===== src/design/aesiks_pkg.sv =====
// Package for the AES-128 inverse key schedule: S-box table, round constants,
// byte-datapath control struct. No dependencies.
`default_nettype none

package aesiks_pkg;

   localparam int KEY_BYTES = 16;
   localparam logic [3:0] ROUNDS = 4'd10;
   localparam logic [3:0] BYTE_LAST = 4'd15;
   localparam logic [3:0] BYTE_SUB_FIRST = 4'd12;

   localparam logic [7:0] SBOX_TAB [256] = '{
      8'h63, 8'h7C, 8'h77, 8'h7B, 8'hF2, 8'h6B, 8'h6F, 8'hC5,
      8'h30, 8'h01, 8'h67, 8'h2B, 8'hFE, 8'hD7, 8'hAB, 8'h76,
      8'hCA, 8'h82, 8'hC9, 8'h7D, 8'hFA, 8'h59, 8'h47, 8'hF0,
      8'hAD, 8'hD4, 8'hA2, 8'hAF, 8'h9C, 8'hA4, 8'h72, 8'hC0,
      8'hB7, 8'hFD, 8'h93, 8'h26, 8'h36, 8'h3F, 8'hF7, 8'hCC,
      8'h34, 8'hA5, 8'hE5, 8'hF1, 8'h71, 8'hD8, 8'h31, 8'h15,
      8'h04, 8'hC7, 8'h23, 8'hC3, 8'h18, 8'h96, 8'h05, 8'h9A,
      8'h07, 8'h12, 8'h80, 8'hE2, 8'hEB, 8'h27, 8'hB2, 8'h75,
      8'h09, 8'h83, 8'h2C, 8'h1A, 8'h1B, 8'h6E, 8'h5A, 8'hA0,
      8'h52, 8'h3B, 8'hD6, 8'hB3, 8'h29, 8'hE3, 8'h2F, 8'h84,
      8'h53, 8'hD1, 8'h00, 8'hED, 8'h20, 8'hFC, 8'hB1, 8'h5B,
      8'h6A, 8'hCB, 8'hBE, 8'h39, 8'h4A, 8'h4C, 8'h58, 8'hCF,
      8'hD0, 8'hEF, 8'hAA, 8'hFB, 8'h43, 8'h4D, 8'h33, 8'h85,
      8'h45, 8'hF9, 8'h02, 8'h7F, 8'h50, 8'h3C, 8'h9F, 8'hA8,
      8'h51, 8'hA3, 8'h40, 8'h8F, 8'h92, 8'h9D, 8'h38, 8'hF5,
      8'hBC, 8'hB6, 8'hDA, 8'h21, 8'h10, 8'hFF, 8'hF3, 8'hD2,
      8'hCD, 8'h0C, 8'h13, 8'hEC, 8'h5F, 8'h97, 8'h44, 8'h17,
      8'hC4, 8'hA7, 8'h7E, 8'h3D, 8'h64, 8'h5D, 8'h19, 8'h73,
      8'h60, 8'h81, 8'h4F, 8'hDC, 8'h22, 8'h2A, 8'h90, 8'h88,
      8'h46, 8'hEE, 8'hB8, 8'h14, 8'hDE, 8'h5E, 8'h0B, 8'hDB,
      8'hE0, 8'h32, 8'h3A, 8'h0A, 8'h49, 8'h06, 8'h24, 8'h5C,
      8'hC2, 8'hD3, 8'hAC, 8'h62, 8'h91, 8'h95, 8'hE4, 8'h79,
      8'hE7, 8'hC8, 8'h37, 8'h6D, 8'h8D, 8'hD5, 8'h4E, 8'hA9,
      8'h6C, 8'h56, 8'hF4, 8'hEA, 8'h65, 8'h7A, 8'hAE, 8'h08,
      8'hBA, 8'h78, 8'h25, 8'h2E, 8'h1C, 8'hA6, 8'hB4, 8'hC6,
      8'hE8, 8'hDD, 8'h74, 8'h1F, 8'h4B, 8'hBD, 8'h8B, 8'h8A,
      8'h70, 8'h3E, 8'hB5, 8'h66, 8'h48, 8'h03, 8'hF6, 8'h0E,
      8'h61, 8'h35, 8'h57, 8'hB9, 8'h86, 8'hC1, 8'h1D, 8'h9E,
      8'hE1, 8'hF8, 8'h98, 8'h11, 8'h69, 8'hD9, 8'h8E, 8'h94,
      8'h9B, 8'h1E, 8'h87, 8'hE9, 8'hCE, 8'h55, 8'h28, 8'hDF,
      8'h8C, 8'hA1, 8'h89, 8'h0D, 8'hBF, 8'hE6, 8'h42, 8'h68,
      8'h41, 8'h99, 8'h2D, 8'h0F, 8'hB0, 8'h54, 8'hBB, 8'h16
   };

   // round constant for the n-th backward round (n = 0 undoes round 10)
   function automatic logic [7:0] rcon_down(input logic [3:0] n);
      logic [7:0] rc;
      case (n)
         4'd0: rc = 8'h36;
         4'd1: rc = 8'h1B;
         4'd2: rc = 8'h80;
         4'd3: rc = 8'h40;
         4'd4: rc = 8'h20;
         4'd5: rc = 8'h10;
         4'd6: rc = 8'h08;
         4'd7: rc = 8'h04;
         4'd8: rc = 8'h02;
         4'd9: rc = 8'h01;
         default: rc = 8'h00;
      endcase
      return rc;
   endfunction

   typedef struct packed {
      logic       load;     // parallel load of a new key
      logic       shift;    // rotate one byte through the update logic
      logic       sub_en;   // bytes 3..0: xor in S-box of the new last word
      logic       tap_far;  // byte 3 takes its S-box input from the far tap
      logic       rc_en;    // byte 0: xor in the round constant
      logic [7:0] rc;
   } ctrl_type;

endpackage

`default_nettype wire


===== src/design/aesiks_byte_ring.sv =====
// Byte-serial key ring for the inverse key schedule: 16-byte rotating
// shift register with the one-byte update at its head. Uses aesiks_pkg.
`default_nettype none

module aesiks_byte_ring (
   input  wire logic               clock,
   input  wire aesiks_pkg::ctrl_type ctrl,
   input  wire logic [127:0]       load_key,
   output logic [127:0]            key
);

   // sr_ff[m] holds key byte 15-m; the head sr_ff[0] is updated each shift
   logic [7:0] sr_ff [aesiks_pkg::KEY_BYTES];
   logic [7:0] sr_in [aesiks_pkg::KEY_BYTES];
   logic [7:0] sub_tap;
   logic [7:0] new_byte;

   always_comb begin
      sub_tap = ctrl.tap_far ? sr_ff[7] : sr_ff[3];
      if (ctrl.sub_en) begin
         new_byte = sr_ff[0] ^ aesiks_pkg::SBOX_TAB[sub_tap] ^ (ctrl.rc_en ? ctrl.rc : 8'h00);
      end else begin
         new_byte = sr_ff[0] ^ sr_ff[4];
      end
   end

   always_comb begin
      for (int m = 0; m < aesiks_pkg::KEY_BYTES; m++) begin
         if (ctrl.load) begin
            sr_in[m] = load_key[8*m +: 8];
         end else if (ctrl.shift) begin
            sr_in[m] = (m == aesiks_pkg::KEY_BYTES - 1) ? new_byte : sr_ff[(m + 1) % 16];
         end else begin
            sr_in[m] = sr_ff[m];
         end
      end
   end

   always_ff @(posedge clock) begin
      for (int m = 0; m < aesiks_pkg::KEY_BYTES; m++) begin
         sr_ff[m] <= sr_in[m];
      end
   end

   always_comb begin
      for (int m = 0; m < aesiks_pkg::KEY_BYTES; m++) begin
         key[8*m +: 8] = sr_ff[m];
      end
   end

endmodule

`default_nettype wire


===== src/design/aes128_inverse_key_schedule_top.sv =====
// Top level of the AES-128 inverse key schedule: control sequencer, config
// register and output register. Uses aesiks_pkg and aesiks_byte_ring.
`default_nettype none

// Usage
//   Request channel (req_valid / req_stall): a round-10 key as req_key_hi and
//   req_key_lo, byte 0 in bits 63:56 of req_key_hi. A request is taken at a
//   clock edge with req_valid high and req_stall low.
//   Response channel (rsp_valid / rsp_stall): the round key selected by the
//   target_round register, in the same byte order.
//   Config: csr_wr_en with csr_wr_data writes target_round (0 = cipher key).
//   Values above ten run no backward rounds and return the input key.
// Operation
//   Each backward round rotates the 16-byte key ring once, one byte per
//   cycle. With n = 10 - target_round rounds (n = 0 for target_round >= 10),
//   the ring runs n full rotations after the request is taken, then the
//   result moves to the output register; only then can the next request be
//   taken, so a new key waits until the last one has left the ring.
// Stall
//   The result sits in an output register. While it waits on rsp_stall the
//   next request runs; if that one finishes first it waits in the ring until
//   the output register frees, and req_stall stays high meanwhile.
// Reset
//   Synchronous: clears the sequencer, the output valid and target_round.

module aes128_inverse_key_schedule_top (
   input  wire logic        clock,
   input  wire logic        reset,
   input  wire logic        req_valid,
   output logic             req_stall,
   input  wire logic [63:0] req_key_hi,
   input  wire logic [63:0] req_key_lo,
   output logic             rsp_valid,
   input  wire logic        rsp_stall,
   output logic [63:0]      rsp_out_hi,
   output logic [63:0]      rsp_out_lo,
   input  wire logic        csr_wr_en,
   input  wire logic [3:0]  csr_wr_data
);

   typedef enum logic [2:0] {
      ST_IDLE = 3'b001,
      ST_RUN  = 3'b010,
      ST_DONE = 3'b100
   } state_type;

   state_type state_ff, state_in;
   logic [3:0] byte_cnt_ff, byte_cnt_in;
   logic [3:0] round_cnt_ff, round_cnt_in;
   logic [3:0] steps_ff, steps_in;
   logic [3:0] target_ff;
   logic       rsp_valid_ff, rsp_valid_in;
   logic [63:0] rsp_hi_ff, rsp_lo_ff;

   logic       req_accept;
   logic       rsp_free;
   logic       last_byte;
   logic       xfer;
   logic [3:0] steps_calc;
   logic [127:0] ring_key;
   aesiks_pkg::ctrl_type ctrl;

   assign req_stall  = (state_ff != ST_IDLE);
   assign req_accept = req_valid && (state_ff == ST_IDLE);
   assign rsp_free   = !rsp_valid_ff || !rsp_stall;
   assign last_byte  = (byte_cnt_ff == aesiks_pkg::BYTE_LAST);
   assign xfer       = (state_ff == ST_DONE) && rsp_free;
   assign steps_calc = (target_ff <= aesiks_pkg::ROUNDS) ?
                       (aesiks_pkg::ROUNDS - target_ff) : 4'd0;

   // sequencer
   always_comb begin
      state_in     = state_ff;
      byte_cnt_in  = byte_cnt_ff;
      round_cnt_in = round_cnt_ff;
      steps_in     = steps_ff;
      case (state_ff)
         ST_IDLE: begin
            if (req_accept) begin
               byte_cnt_in  = 4'd0;
               round_cnt_in = 4'd0;
               steps_in     = steps_calc;
               state_in     = (steps_calc == 4'd0) ? ST_DONE : ST_RUN;
            end
         end
         ST_RUN: begin
            byte_cnt_in = byte_cnt_ff + 4'd1;
            if (last_byte) begin
               round_cnt_in = round_cnt_ff + 4'd1;
               if (round_cnt_ff + 4'd1 == steps_ff) begin
                  state_in = ST_DONE;
               end
            end
         end
         ST_DONE: begin
            if (rsp_free) begin
               state_in = ST_IDLE;
            end
         end
         default: begin
            state_in = ST_IDLE;
         end
      endcase
   end

   // byte ring control: bytes 15..4 fold in the word below, bytes 3..0
   // fold in the S-box of the rotated new top word
   always_comb begin
      ctrl.load    = req_accept;
      ctrl.shift   = (state_ff == ST_RUN);
      ctrl.sub_en  = byte_cnt_ff inside {[aesiks_pkg::BYTE_SUB_FIRST:aesiks_pkg::BYTE_LAST]};
      ctrl.tap_far = (byte_cnt_ff == aesiks_pkg::BYTE_SUB_FIRST);
      ctrl.rc_en   = last_byte;
      ctrl.rc      = aesiks_pkg::rcon_down(round_cnt_ff);
   end

   aesiks_byte_ring u_ring (
      .clock    (clock),
      .ctrl     (ctrl),
      .load_key ({req_key_hi, req_key_lo}),
      .key      (ring_key)
   );

   // output register
   always_comb begin
      if (xfer) begin
         rsp_valid_in = 1'b1;
      end else if (!rsp_stall) begin
         rsp_valid_in = 1'b0;
      end else begin
         rsp_valid_in = rsp_valid_ff;
      end
   end

   always_ff @(posedge clock) begin
      if (reset) begin
         state_ff     <= ST_IDLE;
         byte_cnt_ff  <= 4'd0;
         round_cnt_ff <= 4'd0;
         steps_ff     <= 4'd0;
         target_ff    <= 4'd0;
         rsp_valid_ff <= 1'b0;
      end else begin
         state_ff     <= state_in;
         byte_cnt_ff  <= byte_cnt_in;
         round_cnt_ff <= round_cnt_in;
         steps_ff     <= steps_in;
         rsp_valid_ff <= rsp_valid_in;
         if (csr_wr_en) begin
            target_ff <= csr_wr_data;
         end
      end
   end

   always_ff @(posedge clock) begin
      if (xfer) begin
         rsp_hi_ff <= ring_key[127:64];
         rsp_lo_ff <= ring_key[63:0];
      end
   end

   assign rsp_valid  = rsp_valid_ff;
   assign rsp_out_hi = rsp_hi_ff;
   assign rsp_out_lo = rsp_lo_ff;

endmodule

`default_nettype wire


===== config.mk =====
export PLATFORM = sky130hd
export DESIGN_NAME = aes128_inverse_key_schedule_top
export DESIGN_NICKNAME = d
export VERILOG_FILES = /design/src/design/aesiks_pkg.sv /design/src/design/aesiks_byte_ring.sv /design/src/design/aes128_inverse_key_schedule_top.sv
export SDC_FILE = /design/constraint.sdc
export NUM_CORES = 1
export LEC_CHECK = 0
export ABC_AREA = 1
export BUFFER_PORTS_ARGS = -buffer_cell sky130_fd_sc_hd__buf_2
export CAP_MARGIN = 15
export CORE_MARGIN = 2
export CORE_UTILIZATION = 35
export CTS_CLUSTER_SIZE = 30
export DETAILED_ROUTE_END_ITERATION = 10
export SLEW_MARGIN = 30
export SYNTH_ARGS = -nofsm -noshare
export SYNTH_HDL_FRONTEND = slang
export SYNTH_HIERARCHICAL = 1
export SYNTH_SLANG_ARGS = --single-unit

===== constraint.sdc =====
create_clock -name clock -period 11.6 [get_ports clock]
set_clock_uncertainty 0.2 [all_clocks]
set_input_delay 0.58 -clock clock [delete_from_list [all_inputs] [get_ports clock]]
set_output_delay 0.58 -clock clock [all_outputs]
set_load 0.005 [all_outputs]

==> impl_metrics.yaml <==
sta:
  finalSetupViolations: 0
  rsz0062_at_grt: "false"
  slew_viol_final: 0
  period_share: 0.373
  fmax_mhz: 231
  hold_viol: 0
  setup_tns_ns: 0
  tightest_slew_ns: 0.944
  max-slew-margin-rel: 0.371
  post-route-min-period_ns: 4.32
logic_synthesis:
  synth_top_area_cell: "edfxtp_1"
  ys_seq_elements: 284
  synth_top_family_by_area: "simple AND/OR/NAND/NOR gates"
  synth_xor_area_frac: 0.00796
  synthesis.area_um2: 14300
  syn_inst: 1588
  ys.flop_type: "edfxtp_1"
  ys_types: 40
  synth_fp_nets: 1744
  syn_area_per_cell_um2: 9.01
  synth_area_leaders: "edfxtp_1 (54%), nand2_1 (16%), nand3_1 (11%)"
  ys_seq_area_frac: 0.577
  synthAdderAreaFrac: 0.0166
  synth_top_area_share: 0.538
  synthSimpleGateAreaFrac: 0.311
  synth_compound_area_frac: 0.0355
  synth_edf_count: 256
  synthArstFlopShare: 0
  yosys-mux-area-fraction: 0
  yosysWarnings: 6
final_layout:
  fin_cells: 2376
  fill_cells: 3985
  final_nets: 1974
  final_common_cell: "nand2_1"
  drive_above_1_share: 0.217
  synthToLayoutAreaGrowth_pct: 20.1
  layout_common_cells: "nand2_1 (612), nand3_1 (310), buf_2 (266)"
critical_path:
  r2r_slack_ns: 7.28
  cp-start-kind: "register"
  path_class: "reg -> reg"
  arrival_ns: 4.45
  required_ns: 11.73
  endpoint_kind: "register"
  path_max_fanout: 87
  r2r-end: "u_ring/sr_ff[1][63]$_DFFE_PP_"
  r2r-start: "byte_cnt_ff[0]$_SDFFE_PP0P_"
  reg2reg_depth: 22
  critPathLaunch: "byte_cnt_ff[0]$_SDFFE_PP0P_"
drt:
  drt_iter0_drc: 1696
  drc: 0
  routed_wl_mm: 49.9
  antenna_left: 0
  firstDrtPassIters: 6
  wl_per_cell_um: 21.0
  num_vias: 12661
  viasPerCell: 5.33
power_and_ir_drop:
  p_leak_nw: 7.60
  vdd_drop_max_v: 0.000130
  finalPower_mw: 5.36
  power_density_nw_per_um2: 312
global_routing:
  grt_pass1_wl_mm: 73.0
  grt_max_degree: 88
  gr-total-overflow: 0
  grt_usage: 0.229
  grt_pass1_vias: 11705
  antenna_found_initial: 3
clock_tree:
  cts_max_level: 1
  clk_latency_ns: 0.58
  cts_tree: "built"
  numCtsBuffers: 31
  root_buffer: "clkbuf_16"
  clockBufferDepth: 3
  clk_pin_slew_ns: 0.06
  clock-sinks: 284
  cts_resized: 0
hold_path:
  hold_path_class: "in -> reg"
  hold_path_depth: 3
  whs_endpoint: "target_ff[1]$_SDFFE_PP0P_"
  worstHoldStart: "csr_wr_data[1]"
place:
  portBuffers: 266
  gp_congestion: 1.01
  post-place-cells: 2316
  dp_hpwl_mm: 34.5
die:
  die-area_um2: 42500
  fp-row-count: 74
  fp.dieH_um: 206
  core_um2: 40600
  pin_count: 267
  initial_core_util: 0.353
  die_w_um: 206
run_status:
  status: "finished clean"
run:
  cap_violations: 0
## Yosys cell counts, drive strengths merged (3+ instances only)
library cell	instances
nand2	648
nand3	313
edfxtp	256
inv	82
clkbuf	43
o21ai	42
a21oi	39
buf	39
nor2	39
dfxtp	28
ha	19
xor2	11
nand3b	5
nand4	5
o211ai	5
or2	4
nor3	3
## worst max-delay path by stage
stage | endpoint | slack (ns) | cells past startpoint
after floorplan | rsp_out_hi[0]$_DFFE_PP_ | 4.79 | 3
after global placement | u_ring/sr_ff[1][63]$_DFFE_PP_ | 7.45 | 22
after detailed placement | u_ring/sr_ff[1][63]$_DFFE_PP_ | 7.49 | 22
after CTS | u_ring/sr_ff[1][63]$_DFFE_PP_ | 7.48 | 22
after global routing | u_ring/sr_ff[1][63]$_DFFE_PP_ | 7.01 | 22
final | u_ring/sr_ff[1][63]$_DFFE_PP_ | 7.28 | 22
## kinds of logic after synthesis
kind of cell / count (synthesis)
buffers and inverters: 166
adders and majority gates: 19
and+or+nand+nor: 1017
xor gates and xnor gates: 13
DFF: 284
AOI/OAI and AO/OA: 89
## critical path, cell delays in order (launching register included)
cell and delay, ns:
dfxtp_1 0.35, inv_1 0.07, ha_1 0.13, inv_1 0.04, nor2_2 0.09, buf_4 0.27, inv_4 0.10, nand2_2 0.09
nand2_4 0.04, buf_4 0.38, inv_2 0.11, buf_4 0.69, nand2_1 0.27, inv_1 0.14, nand2_1 0.06, nand2_1 0.13
nand2_1 0.06, nand3_1 0.10, nand3_1 0.23, nand3b_1 0.18, nand3_1 0.08, nand2_1 0.08, nand2_1 0.05
## cell type report
cell class,count,area [µm²],share of cell area
sequential,284,8250,0.480
clock inverter,25,369,0.0215
multi-input combinational,1138,5350,0.311
clock buffer,32,779,0.0454
antenna,2,5.00,0.000291
timing repair buffer,279,1440,0.0838
inverter,84,328,0.0191
tap,532,666,0.0387
## per-stage QoR
stage	hold slack [ns]	utilization	instance area, µm²	setup WS (ns)
after floorplan	0.226	-	14300	4.79
after global routing	0.0476	0.424	17200	7.01
final	0.0325	0.424	17200	7.28
after detailed placement	0.233	0.395	16000	7.49
after global placement	0.230	0.395	16000	7.45
after CTS	0.0125	0.423	17200	7.48
## flip-flops by register name, summed over array words and instances, names as in the netlist
name	flops
round_cnt_ff	4
target_ff	4
u_ring/sr_ff	128
rsp_out_hi	64
ctrl	8
byte_cnt_ff	4
state_ff	3
rsp_out_lo	64
rsp_valid	1
steps_ff	4
## power by group
part,switching (mW),internal [mW],leakage (nW)
registers,0.216,1.65,2.60
clock network,0.422,0.674,0.562
logic,1.76,0.638,4.43
total,2.40,2.96,7.60
## timing repair
item | in CTS | in global routing
buffers inserted | 0 | 0
hold buffers | 1 | 0
endpoints found under the setup margin | 0 | 0
endpoints found under the hold margin | 1 | 0
## metal layers
metal | share of wire | wire, µm | vias up | track usage
li1 | - | - | 5808 | -
met4 | 0.043 | 2160 | 0 | 0.0949
met5 | 0 | 0 | - | 0
met3 | 0.10 | 5110 | 141 | 0.0424
met2 | 0.44 | 21700 | 796 | 0.341
met1 | 0.42 | 20900 | 5916 | 0.327
(Power assumes the default switching activity.)
